--- config.mk ---
export PLATFORM = sky130hd
export DESIGN_NAME = sha256_message_digest
export DESIGN_NICKNAME = d
export VERILOG_FILES = /design/src/rtl/core/sha_pkg.sv /design/src/rtl/core/sha_ctrl.sv /design/src/rtl/core/sha_datapath.sv /design/src/rtl/core/sha256_message_digest.sv
export SDC_FILE = /design/constraint.sdc
export NUM_CORES = 2
export LEC_CHECK = 0
export ABC_AREA = 1
export BUFFER_PORTS_ARGS = -buffer_cell sky130_fd_sc_hd__buf_2
export CORE_MARGIN = 1
export CORE_UTILIZATION = 30
export CTS_BUF_LIST = sky130_fd_sc_hd__clkbuf_4 sky130_fd_sc_hd__clkbuf_8
export DETAILED_ROUTE_END_ITERATION = 12
export GPL_TIMING_DRIVEN = 0
export PLACE_DENSITY = 0.54
export REMOVE_ABC_BUFFERS = 1
export SLEW_MARGIN = 20
export SYNTH_ARGS = -nofsm -noshare
export SYNTH_HDL_FRONTEND = slang
export SYNTH_SLANG_ARGS = --single-unit
--- constraint.sdc ---
create_clock -name clk -period 14.3 [get_ports clk]
set_input_delay 3.575 -clock clk [delete_from_list [all_inputs] [get_ports clk]]
set_output_delay 3.575 -clock clk [all_outputs]
set_load 0.01 [all_outputs]
--- src/rtl/core/sha_pkg.sv ---
// Package with SHA-256 constants, functions and shared types.
`default_nettype none
package sha_pkg;

	localparam int unsigned BlockBytes = 64;
	localparam int unsigned Rounds = 64;

	typedef enum logic [2:0] {
		ST_IDLE,
		ST_PAD,
		ST_LEN,
		ST_COMP,
		ST_OUT
	} sha_state_t;

	// Commands from the controller to the datapath.
	typedef struct packed {
		logic       take_byte;   // write one message byte
		logic       pad_write;   // write one padding byte at the fill pointer
		logic       len_write;   // write one length byte
		logic [2:0] len_sel;     // which length byte
		logic       comp_start;  // load working state and clear the round counter
		logic       comp_round;  // run one round
		logic       comp_finish; // add working state into hash
		logic       hash_reset;  // return hash and count to initial values
		logic       out_valid;   // digest words shown on the output
	} sha_cmd_t;

	// Status from the datapath to the controller.
	typedef struct packed {
		logic [5:0] fill_pos;    // next buffer position
		logic       round_last;  // final round is running
	} sha_stat_t;

	localparam logic [7:0] PadByte = 8'h80;

	localparam logic [31:0] InitHash [8] = '{
		32'h6a09e667, 32'hbb67ae85, 32'h3c6ef372, 32'ha54ff53a,
		32'h510e527f, 32'h9b05688c, 32'h1f83d9ab, 32'h5be0cd19
	};

	localparam logic [31:0] RoundK [64] = '{
		32'h428a2f98, 32'h71374491, 32'hb5c0fbcf, 32'he9b5dba5,
		32'h3956c25b, 32'h59f111f1, 32'h923f82a4, 32'hab1c5ed5,
		32'hd807aa98, 32'h12835b01, 32'h243185be, 32'h550c7dc3,
		32'h72be5d74, 32'h80deb1fe, 32'h9bdc06a7, 32'hc19bf174,
		32'he49b69c1, 32'hefbe4786, 32'h0fc19dc6, 32'h240ca1cc,
		32'h2de92c6f, 32'h4a7484aa, 32'h5cb0a9dc, 32'h76f988da,
		32'h983e5152, 32'ha831c66d, 32'hb00327c8, 32'hbf597fc7,
		32'hc6e00bf3, 32'hd5a79147, 32'h06ca6351, 32'h14292967,
		32'h27b70a85, 32'h2e1b2138, 32'h4d2c6dfc, 32'h53380d13,
		32'h650a7354, 32'h766a0abb, 32'h81c2c92e, 32'h92722c85,
		32'ha2bfe8a1, 32'ha81a664b, 32'hc24b8b70, 32'hc76c51a3,
		32'hd192e819, 32'hd6990624, 32'hf40e3585, 32'h106aa070,
		32'h19a4c116, 32'h1e376c08, 32'h2748774c, 32'h34b0bcb5,
		32'h391c0cb3, 32'h4ed8aa4a, 32'h5b9cca4f, 32'h682e6ff3,
		32'h748f82ee, 32'h78a5636f, 32'h84c87814, 32'h8cc70208,
		32'h90befffa, 32'ha4506ceb, 32'hbef9a3f7, 32'hc67178f2
	};

	function automatic logic [31:0] rotr(input logic [31:0] v, input int unsigned n);
		rotr = (v >> n) | (v << (32 - n));
	endfunction

endpackage
`default_nettype wire

--- src/rtl/core/sha_ctrl.sv ---
// Controller state machine for the SHA-256 digest block.
`default_nettype none
module sha_ctrl
	import sha_pkg::*;
(
	input  wire logic      clk,
	input  wire logic      arst_n,
	input  wire logic      in_valid,
	output logic           in_stall,
	input  wire logic      byte_present,
	input  wire logic      last,
	output logic           out_valid,
	input  wire logic      out_stall,
	output logic [2:0]     word_index,
	output sha_cmd_t       cmd,
	input  sha_stat_t      stat
);

	sha_state_t state_q, state_d;
	logic       last_pend_q, last_pend_d;   // padding follows the running compression
	logic       second_q, second_d;         // length goes into a second block
	logic [2:0] len_q, len_d;
	logic [2:0] widx_q, widx_d;
	logic       final_block_q;              // running compression closes the message

	assign word_index = widx_q;
	assign out_valid = (state_q == ST_OUT);

	// State register.
	always_ff @(posedge clk or negedge arst_n) begin
		if (!arst_n) begin
			state_q     <= ST_IDLE;
			last_pend_q <= 1'b0;
			second_q    <= 1'b0;
			len_q       <= '0;
			widx_q      <= '0;
		end else begin
			state_q     <= state_d;
			last_pend_q <= last_pend_d;
			second_q    <= second_d;
			len_q       <= len_d;
			widx_q      <= widx_d;
		end
	end

	// Next state and commands.
	always_comb begin
		state_d     = state_q;
		last_pend_d = last_pend_q;
		second_d    = second_q;
		len_d       = len_q;
		widx_d      = widx_q;
		cmd         = '0;
		in_stall    = 1'b1;
		cmd.out_valid = (state_q == ST_OUT);
		case (state_q)
			ST_IDLE: begin
				in_stall = 1'b0;
				if (in_valid) begin
					cmd.take_byte = byte_present;
					if (byte_present && stat.fill_pos == 6'd63) begin
						cmd.comp_start = 1'b1;
						last_pend_d    = last;
						state_d        = ST_COMP;
					end else if (last) begin
						state_d = ST_PAD;
					end
				end
			end
			ST_PAD: begin
				// First padding byte is the marker, then zero fill.
				cmd.pad_write = 1'b1;
				if (stat.fill_pos == 6'd55) begin
					len_d   = '0;
					state_d = ST_LEN;
				end else if (stat.fill_pos == 6'd63) begin
					cmd.comp_start = 1'b1;
					second_d       = 1'b1;
					state_d        = ST_COMP;
				end
			end
			ST_LEN: begin
				cmd.len_write = 1'b1;
				cmd.len_sel   = len_q;
				len_d         = len_q + 3'd1;
				if (len_q == 3'd7) begin
					cmd.comp_start = 1'b1;
					second_d       = 1'b0;
					last_pend_d    = 1'b0;
					state_d        = ST_COMP;
					widx_d         = '0;
				end
			end
			ST_COMP: begin
				cmd.comp_round = 1'b1;
				if (stat.round_last) begin
					cmd.comp_finish = 1'b1;
					if (last_pend_q) begin
						last_pend_d = 1'b0;
						state_d     = ST_PAD;
					end else if (second_q) begin
						state_d = ST_PAD;
					end else if (final_block_q) begin
						state_d = ST_OUT;
					end else begin
						state_d = ST_IDLE;
					end
				end
			end
			ST_OUT: begin
				if (!out_stall) begin
					widx_d = widx_q + 3'd1;
					if (widx_q == 3'd7) begin
						cmd.hash_reset = 1'b1;
						state_d        = ST_IDLE;
					end
				end
			end
			default: state_d = ST_IDLE;
		endcase
	end

	// Marks the compression that closes a message.
	always_ff @(posedge clk or negedge arst_n) begin
		if (!arst_n) begin
			final_block_q <= 1'b0;
		end else if (state_q == ST_LEN && len_q == 3'd7) begin
			final_block_q <= 1'b1;
		end else if (state_q == ST_COMP && stat.round_last) begin
			final_block_q <= 1'b0;
		end
	end

endmodule
`default_nettype wire

--- src/rtl/core/sha_datapath.sv ---
// Datapath for the SHA-256 digest block: buffer, schedule, rounds, hash.
`default_nettype none
module sha_datapath
	import sha_pkg::*;
(
	input  wire logic        clk,
	input  wire logic        arst_n,
	input  wire logic [7:0]  data_byte,
	input  sha_cmd_t         cmd,
	output sha_stat_t        stat,
	input  wire logic [2:0]  word_index,
	output logic [31:0]      digest_word
);

	logic [60:0] count_q;
	logic [5:0]  fill_q;          // pointer for padding writes
	logic        pad_first_q;     // next padding byte is the marker
	logic [31:0] hash_q [8];
	logic [31:0] work_q [8];
	logic [31:0] w_q [16];
	logic [5:0]  round_q;
	logic [63:0] bits;
	logic        wr_en;
	logic [5:0]  wr_addr;
	logic [7:0]  wr_data;

	assign bits = {count_q, 3'b000};
	assign stat.fill_pos   = cmd.take_byte ? count_q[5:0] : fill_q;
	assign stat.round_last = (round_q == 6'(Rounds - 1));
	assign digest_word     = hash_q[word_index];

	// Byte write into the block: message byte, padding byte or length byte.
	always_comb begin
		wr_en   = cmd.take_byte | cmd.pad_write | cmd.len_write;
		wr_addr = count_q[5:0];
		wr_data = data_byte;
		if (cmd.pad_write) begin
			wr_addr = fill_q;
			wr_data = pad_first_q ? PadByte : 8'h00;
		end else if (cmd.len_write) begin
			wr_addr = 6'd56 + {3'd0, cmd.len_sel};
			wr_data = bits[{~cmd.len_sel, 3'b000} +: 8];
		end
	end

	// Byte count and fill pointer.
	always_ff @(posedge clk or negedge arst_n) begin
		if (!arst_n) begin
			count_q     <= '0;
			fill_q      <= '0;
			pad_first_q <= 1'b1;
		end else if (cmd.hash_reset) begin
			count_q     <= '0;
			fill_q      <= '0;
			pad_first_q <= 1'b1;
		end else if (cmd.take_byte) begin
			count_q <= count_q + 61'd1;
			fill_q  <= count_q[5:0] + 6'd1;
		end else if (cmd.pad_write) begin
			fill_q      <= fill_q + 6'd1;
			pad_first_q <= 1'b0;
		end
	end

	// Schedule word and round function.
	logic [31:0] s0w, s1w, wnew, t1, t2, ch, mj;
	always_comb begin
		s0w  = rotr(w_q[1], 7) ^ rotr(w_q[1], 18) ^ (w_q[1] >> 3);
		s1w  = rotr(w_q[14], 17) ^ rotr(w_q[14], 19) ^ (w_q[14] >> 10);
		wnew = s1w + w_q[9] + s0w + w_q[0];
		ch   = (work_q[4] & work_q[5]) ^ (~work_q[4] & work_q[6]);
		mj   = (work_q[0] & work_q[1]) ^ (work_q[0] & work_q[2]) ^ (work_q[1] & work_q[2]);
		t1   = work_q[7] + (rotr(work_q[4], 6) ^ rotr(work_q[4], 11) ^ rotr(work_q[4], 25))
			+ ch + RoundK[round_q] + w_q[0];
		t2   = (rotr(work_q[0], 2) ^ rotr(work_q[0], 13) ^ rotr(work_q[0], 22)) + mj;
	end

	// Round counter.
	always_ff @(posedge clk or negedge arst_n) begin
		if (!arst_n) begin
			round_q <= '0;
		end else if (cmd.comp_start) begin
			round_q <= '0;
		end else if (cmd.comp_round) begin
			round_q <= round_q + 6'd1;
		end
	end

	// The schedule window doubles as the block buffer: bytes fill it big-endian,
	// and during the rounds it shifts in new schedule words.
	always_ff @(posedge clk) begin
		if (cmd.comp_round) begin
			for (int i = 0; i < 15; i++) w_q[i] <= w_q[i+1];
			w_q[15] <= wnew;
		end else if (wr_en) begin
			w_q[wr_addr[5:2]][{~wr_addr[1:0], 3'b000} +: 8] <= wr_data;
		end
	end

	// Working state.
	always_ff @(posedge clk) begin
		if (cmd.comp_start) begin
			for (int i = 0; i < 8; i++) work_q[i] <= hash_q[i];
		end else if (cmd.comp_round) begin
			work_q[0] <= t1 + t2;
			work_q[1] <= work_q[0];
			work_q[2] <= work_q[1];
			work_q[3] <= work_q[2];
			work_q[4] <= work_q[3] + t1;
			work_q[5] <= work_q[4];
			work_q[6] <= work_q[5];
			work_q[7] <= work_q[6];
		end
	end

	// Hash state.
	always_ff @(posedge clk or negedge arst_n) begin
		if (!arst_n) begin
			for (int i = 0; i < 8; i++) hash_q[i] <= InitHash[i];
		end else if (cmd.hash_reset) begin
			for (int i = 0; i < 8; i++) hash_q[i] <= InitHash[i];
		end else if (cmd.comp_finish) begin
			hash_q[0] <= hash_q[0] + t1 + t2;
			hash_q[1] <= hash_q[1] + work_q[0];
			hash_q[2] <= hash_q[2] + work_q[1];
			hash_q[3] <= hash_q[3] + work_q[2];
			hash_q[4] <= hash_q[4] + work_q[3] + t1;
			hash_q[5] <= hash_q[5] + work_q[4];
			hash_q[6] <= hash_q[6] + work_q[5];
			hash_q[7] <= hash_q[7] + work_q[6];
		end
	end

endmodule
`default_nettype wire

--- src/rtl/core/sha256_message_digest.sv ---
// SHA-256 message digest, one byte per request: each full 64-byte block stalls
// the input while one compression round runs per cycle; the final request adds
// padding and length writes and one or two block compressions, then the eight
// digest words leave one per cycle while out_stall is low, most significant first.
`default_nettype none
module sha256_message_digest
	import sha_pkg::*;
(
	input  wire logic        clk,
	input  wire logic        arst_n,
	input  wire logic        in_valid,
	output logic             in_stall,
	input  wire logic [7:0]  data_byte,
	input  wire logic        byte_present,
	input  wire logic        last,
	output logic             out_valid,
	input  wire logic        out_stall,
	output logic [31:0]      digest_word,
	output logic [2:0]       word_index,
	output logic             last_word
);

	sha_cmd_t  cmd;
	sha_stat_t stat;

	assign last_word = (word_index == 3'd7);

	// Controller.
	sha_ctrl u_ctrl (
		.clk, .arst_n, .in_valid, .in_stall, .byte_present, .last,
		.out_valid, .out_stall, .word_index, .cmd, .stat
	);

	// Datapath.
	sha_datapath u_dp (
		.clk, .arst_n, .data_byte, .cmd, .stat, .word_index, .digest_word
	);

endmodule
`default_nettype wire

After elaboration in Yosys (flattened, before gate mapping)
Memories as Yosys holds them, arrays and structs flattened.
Index checks and enable logic that the tools add are counted.
- flip-flop bits (word level): 342
- RAM bits: 768
- memory bits (read-only): 2048
- input bits: 14
- output and inout port bits: 38
- word-level logic and storage cells: 223
- memories: 3
- add/sub/neg operators: 28
- magnitude comparators: 2
- eq/ne operators: 21
- shifts and indexed selects: 3
- muxes and demuxes: 87
- bitwise logic cells: 41
- reduce and logical (&&, ||, !) cells: 20
- memory list (memory ; words ; width ; read ports ; clocked after Yosys merged registers in ; wr ports ; line ; text):
    (name not given) ; 64 ; 32 ; 1 ; 0 ; 0 ; sha_datapath.sv:74 ; + ch + RoundK[round_q] + w_q[0];
    u_dp.w_q ; 16 ; 32 ; 16 ; 0 ; 16 ; sha_datapath.sv:20 ; logic [31:0] w_q [16];
    u_dp.work_q ; 8 ; 32 ; 8 ; 0 ; 8 ; sha_datapath.sv:19 ; logic [31:0] work_q [8];
- operators by type and width (operator ; number):
    $add 32x32->32 ; 20
    $mux 256 ; 2
    $mux 32 ; 15
    $xor 32x32->32 ; 9
    $and 32x32->32 ; 5
    $mux 61 ; 2
    $bmux 32 s3 ; 1
    $shiftx 64x7->8 ; 1
    $add 61x1->61 const B ; 1
    $mux 6 ; 8
    $mux 3 ; 15
    $mux 1 ; 32
    $not 32->32 ; 1
    $or 10x32->32 ; 1
    $or 13x32->32 ; 1
    $or 14x32->32 ; 1
    $or 15x32->32 ; 1
    $or 19x32->32 ; 1
    $or 21x32->32 ; 1
    $or 25x32->32 ; 1
    $or 26x32->32 ; 1
    $or 30x32->32 ; 1
    $or 7x32->32 ; 1
    $reduce_or 32->1 ; 1
    other kinds (39) ; 79

Depth between registers and ports, before layout
An unclocked memory read counts as a cell.
- depth in word-level cells: 12
- depth in mapped cells: 43
- gate-level depth less buffers: 42

By module
A second synthesis with hierarchy kept.
- cells, all modules: 10174
- area total of the unflattened synthesis: 81802.2 um^2
- by module, submodules not included (module ; instances ; cells each ; area an instance (um^2) ; seq. area each (um^2)):
    sha_datapath ; 1 ; 10051 ; 80958.9 ; 31491.5
    sha_ctrl ; 1 ; 120 ; 829.5 ; 300.3
    sha256_message_digest ; 1 ; 3 ; 13.8 ; 0.0

Worst setup path after synthesis
No wires, ideal clock.
- path type: input to register
- start: input in_valid
- end: register u_dp.round_q[0]
- setup time: 0.407 ns
- arrival time: 10.709 ns
- required time: 13.893 ns
- setup slack: 3.184 ns
- cell stages on the path: 14
- path buffers: 1
- cell sequence: nand2_1 -> nor2_2 -> buf_2 -> o21a_1 -> ha_1 -> nand2_1 -> nor2_1 -> nand2_1 -> nor2_1 -> nand2_1 -> nand2_1 -> inv_2 -> nand2_1 -> o21ai_0
- word-level cells in the longest chain between the ends: 9
- elaborated cells on any way between the ends: 13
- those cells by class: eq/ne: 2; mux: 9; reduce/logical: 2
- ends and longest elaborated chain (what ; line ; text):
    start, declared ; sha256_message_digest.sv:11 ; input wire logic in_valid,
    $mux 1 ; sha_ctrl.sv:59 ; if (in_valid) begin
    $mux 1 ; sha_ctrl.sv:56 ; case (state_q)
    $mux 6 ; sha_datapath.sv:28 ; assign stat.fill_pos = cmd.take_byte ? count_q[5:0] : fill_q;
    $eq 6x6->1 ; sha_ctrl.sv:61, sha_ctrl.sv:76 ;
    $logic_and 1x1->1 ; sha_ctrl.sv:61 ; if (byte_present && stat.fill_pos == 6'd63) begin
    $mux 1 ; sha_ctrl.sv:61 ;
    $mux 1 ; sha_ctrl.sv:59 ;
    $pmux 1 s3 (*) ; sha_ctrl.sv:56 ;
    $mux 6 or $reduce_bool 2->1 (tied branches) ; n/a ;
    end signal, assigned ; sha_datapath.sv:85 ; round_q <= round_q + 6'd1;
    end, declared ; sha_datapath.sv:21 ; logic [5:0] round_q;
Mark *: on every way between the ends. The rest lies on a longest branch, timed or not.
A chain may end at the register's enable or synchronous reset.

Worst setup path after layout
- start: register u_dp.round_q[5]
- end: register u_dp.hash_q[119] (netlist name)
- word-level cells in the longest chain between the ends: 9
- elaborated cells on any way between the ends: 13
- those cells by class: add/sub: 3; eq/ne: 1; mux: 6; bitwise: 1; reduce/logical: 1; memory: 1
- ends and longest elaborated chain (what ; line ; text):
    $not 6->7 (implied by the code) ; sha_datapath.sv:74 ;
    $mem_v2 64x32 ; n/a ;
    $mux 32 (implied by the code) (2 in series) ; sha_datapath.sv:74 ;
    $add 32x32->32 (2 in series) ; sha_datapath.sv:74 ;
    $add 32x32->32 ; sha_datapath.sv:127 ; hash_q[4] <= hash_q[4] + work_q[3] + t1;
    $mux 256 ; sha_datapath.sv:122 ; end else if (cmd.comp_finish) begin
    $mux 256 ; sha_datapath.sv:120 ; end else if (cmd.hash_reset) begin
    end, declared ; sha_datapath.sv:18 ; logic [31:0] hash_q [8];
Parallel ways exist; a longest one is shown, timed or not. The select of a mux whose other input is x is not followed.

==> metrics.yaml <==
floorplanning:
  die_w_um: 530
  start_util: 0.302
  dieArea_um2: 281000
  die_h_um: 530
  design.core.area_um2: 277000
  rows: 193
  pin_count: 52
synthesis:
  synth.avg_cell_area_um2: 7.82
  synth_seq_area_share: 0.380
  synthFlopType: "edfxtp_1"
  synth_edf_count: 768
  yosysWarningCount: 0
  synth_seq_cells: 1110
  postSynthCellCount: 10700
  synth_area_leaders: "edfxtp_1 (28%), nand2_1 (12%), o21ai_0 (7.3%)"
  synthTopCellsByCount: "nand2_1 (2716), inv_1 (1367), o21ai_0 (1218)"
  synthMostInstantiatedCell: "nand2_1"
  synthDistinctLibCells: 65
  async_flop_share: 0.308
  synth_largest_area_cell: "edfxtp_1"
  yosysTopAreaCellShare: 0.276
  synth_area_um2: 83700
min_path:
  whs_endpoint: "u_dp.w_q[6][5]$_DFFE_PP_"
  hold_class: "flip-flop to flip-flop"
  hp-start: "u_dp.w_q[7][5]$_DFFE_PP_"
  worstHoldPathCells: 2
clock_network:
  ctsRootBufferMaster: "clkbuf_8"
  cts_tree: "built"
  cts_hold_buf: 0
  clockBufferDepth: 4
  clk_latency_ns: 1.01
  htreeDepth: 4
  numCtsBuffers: 205
  cts_sinks: 1110
  cts_resized: 0
  clk_pin_slew_ns: 0.07
  postCtsSetupRepairBufs: 0
global_routing:
  antenna_found_initial: 11
  met3_usage: 0.0623
  grt_max_degree: 89
  grt_pass1_vias: 69600
  use_met1: 0.352
  grt_pass1_wl_um: 493000
  top_usage_layer: "met1"
  grt_util_met2: 0.339
  grt-ovfl-total: 0
  grt_usage: 0.239
route:
  wl_per_cell_um: 23.7
  drt_iter0_markers: 8874
  vias_per_cell: 5.25
  drt_wl_total_um: 344000
  vias: 76100
  first_pass_iters: 7
  ant_nets: 0
  post-route-drc-count: 0
placement:
  place.gp.congestion: 1.02
  io_buffers: 51
  dpl.hpwl_um: 268000
cells_and_area:
  area_growth_pct: 10.7
  drive_gt1_frac: 0.0681
  final_nets: 11300
  multi_input_area_um2: 45200
  regArea_um2: 31800
  fillers: 29600
worst_setup_path:
  worstPathMaxFanout: 28
  critical_path.max_stage_delay_ns: 1.04
  crit_required_ns: 15.13
  r2r-start: "u_dp.round_q[5]$_DFFE_PN0P_"
  slowest_stage: "dfrtp_1"
  cp-start-kind: "flip-flop"
  cpMostUsedCell: "nand2_1"
  crit_type: "flip-flop to flip-flop"
  worst-endpoint-arrival_ns: 11.98
  rr_worst_depth: 31
  cp-end-kind: "flip-flop"
  r2r_end: "u_dp.hash_q[119]$_DFFE_PN0P_"
  r2r_slack_ns: 3.14
sta:
  fin_skew_ns: 0.0821
  tightestPinTransition_ns: 1.34
  slew_headroom: 0.0985
  fin_crit_ns: 11.16
  setup-violations-final: 0
  fmax_mhz: 89.6
  fin_crit_sh: 0.780
  finalHoldViolations: 0
  tns_ns: 0
  maxSlewViolCount: 0
  rsz0062_at_grt: "false"
run_status:
  outcome: "complete, no violations"
flow_run:
  cap_violations: 0
[cell usage in the layout, fill, tap and decap left out, types with 17 or more instances in the layout]
| master | n |
|---|---|
| nand2_1 | 2712 |
| clkbuf_4 | 72 |
| buf_16 | 25 |
| edfxtp_1 | 768 |
| inv_2 | 17 |
| o21a_1 | 40 |
| dfstp_2 | 137 |
| maj3_1 | 30 |
| o21ai_0 | 1214 |
| xnor2_1 | 179 |
| clkbuf_8 | 225 |
| or2_2 | 32 |
| nand3_1 | 421 |
| a21o_1 | 71 |
| o22ai_1 | 148 |
| ha_1 | 435 |
| a21boi_0 | 32 |
| o211ai_1 | 45 |
| clkinv_2 | 39 |
| inv_1 | 1362 |
| nand3b_1 | 17 |
| clkinv_1 | 28 |
| o21bai_1 | 58 |
| o221ai_1 | 26 |
| nor2_2 | 30 |
| o31ai_1 | 19 |
| buf_2 | 52 |
| nand4_1 | 87 |
| xor2_1 | 263 |
| a21oi_1 | 637 |
| fa_1 | 227 |
| dfrtp_1 | 199 |
| a31oi_1 | 69 |
| nor2_1 | 678 |
| nor4_1 | 33 |
| nor3_1 | 118 |
| o21ai_1 | 58 |
[cell families (layout without fill, tap and decap cells)]
| family | count (synthesis) | in the layout | share of synthesized area |
|---|---|---|---|
| compound gates | 2509 | 2509 | 0.166 |
| flops | 1110 | 1110 | 0.380 |
| buf+inv | 1776 | 1877 | 0.0813 |
| xor+xnor | 443 | 443 | 0.0464 |
| simple gates | 4167 | 4167 | 0.203 |
| fa+ha+maj | 692 | 692 | 0.123 |
| other cells | 0 | 7 | 0 |
[state kept, by name (all words and copies together) (netlist names)]
register              cells
u_ctrl.second_q           1
u_ctrl.final_block_q      1
u_dp.work_q             256
u_dp.round_q              6
u_dp.count_q             61
u_dp.hash_q             256
u_dp.fill_q               6
u_ctrl.len_q              3
u_ctrl.word_index         3
u_dp.w_q                512
u_dp.pad_first_q          1
u_ctrl.state_q            3
u_ctrl.last_pend_q        1
[critical path, delay by kind of cell, from the launching register on]
family | cells | cell delay, ns
compound gates | 9 | 3.23
xor+xnor | 1 | 0.73
fa+ha+maj | 7 | 2.94
buf+inv | 6 | 1.25
flops | 1 | 1.04
simple gates | 8 | 1.80
[area by class of cell]
type / instances / share of cell area
diodes: 7 / 0.000189
multi-input cells: 7811 / 0.488
inverters: 1388 / 0.0566
flip-flops and latches: 1110 / 0.343
well taps: 3705 / 0.0500
clock inverters: 78 / 0.00667
repair buffers: 115 / 0.0162
clock buffers: 296 / 0.0392
[per-layer routing]
layer / part of all wire / up-vias
met3: 0.10 / 449
met5: 0.000067 / -
met2: 0.40 / 3298
met1: 0.46 / 36700
met4: 0.029 / 4
li1: - / 35700
[worst max path at each step]
stage | startpoint | to | slack, ns | cells after the start
4_1_cts | u_dp.round_q[0]$_DFFE_PN0P_ | u_dp.hash_q[119]$_DFFE_PN0P_ | 3.58 | 35
2_1_floorplan | u_ctrl.state_q[1]$_DFFE_PN0P_ | u_dp.round_q[0]$_DFFE_PN0P_ | -4.82 | 5
5_1_grt | u_dp.round_q[0]$_DFFE_PN0P_ | u_dp.hash_q[119]$_DFFE_PN0P_ | 2.80 | 34
3_3_place_gp | u_ctrl.state_q[1]$_DFFE_PN0P_ | u_dp.round_q[2]$_DFFE_PN0P_ | -25.67 | 5
3_5_place_dp | u_dp.round_q[0]$_DFFE_PN0P_ | u_dp.hash_q[119]$_DFFE_PN0P_ | 3.68 | 35
6_report | u_dp.round_q[5]$_DFFE_PN0P_ | u_dp.hash_q[119]$_DFFE_PN0P_ | 3.14 | 31
[stage by stage]
step | hold WS, ns | cells | area [µm²] | worst slack (ns) | util
2_1_floorplan | 0.448 | 10300 | 82100 | -4.82 | -
3_3_place_gp | 0.460 | 14100 | 87000 | -25.67 | 0.314
3_5_place_dp | 0.466 | 14100 | 88300 | 3.68 | 0.319
4_1_cts | 0.473 | 14500 | 92600 | 3.58 | 0.334
5_1_grt | 0.505 | 14500 | 92600 | 2.80 | 0.334
6_report | 0.470 | 14500 | 92600 | 3.14 | 0.334
Power is left out: the tool's default activity adds up to more than one toggle a clock period on the data nets, which glitch-free logic cannot reach.
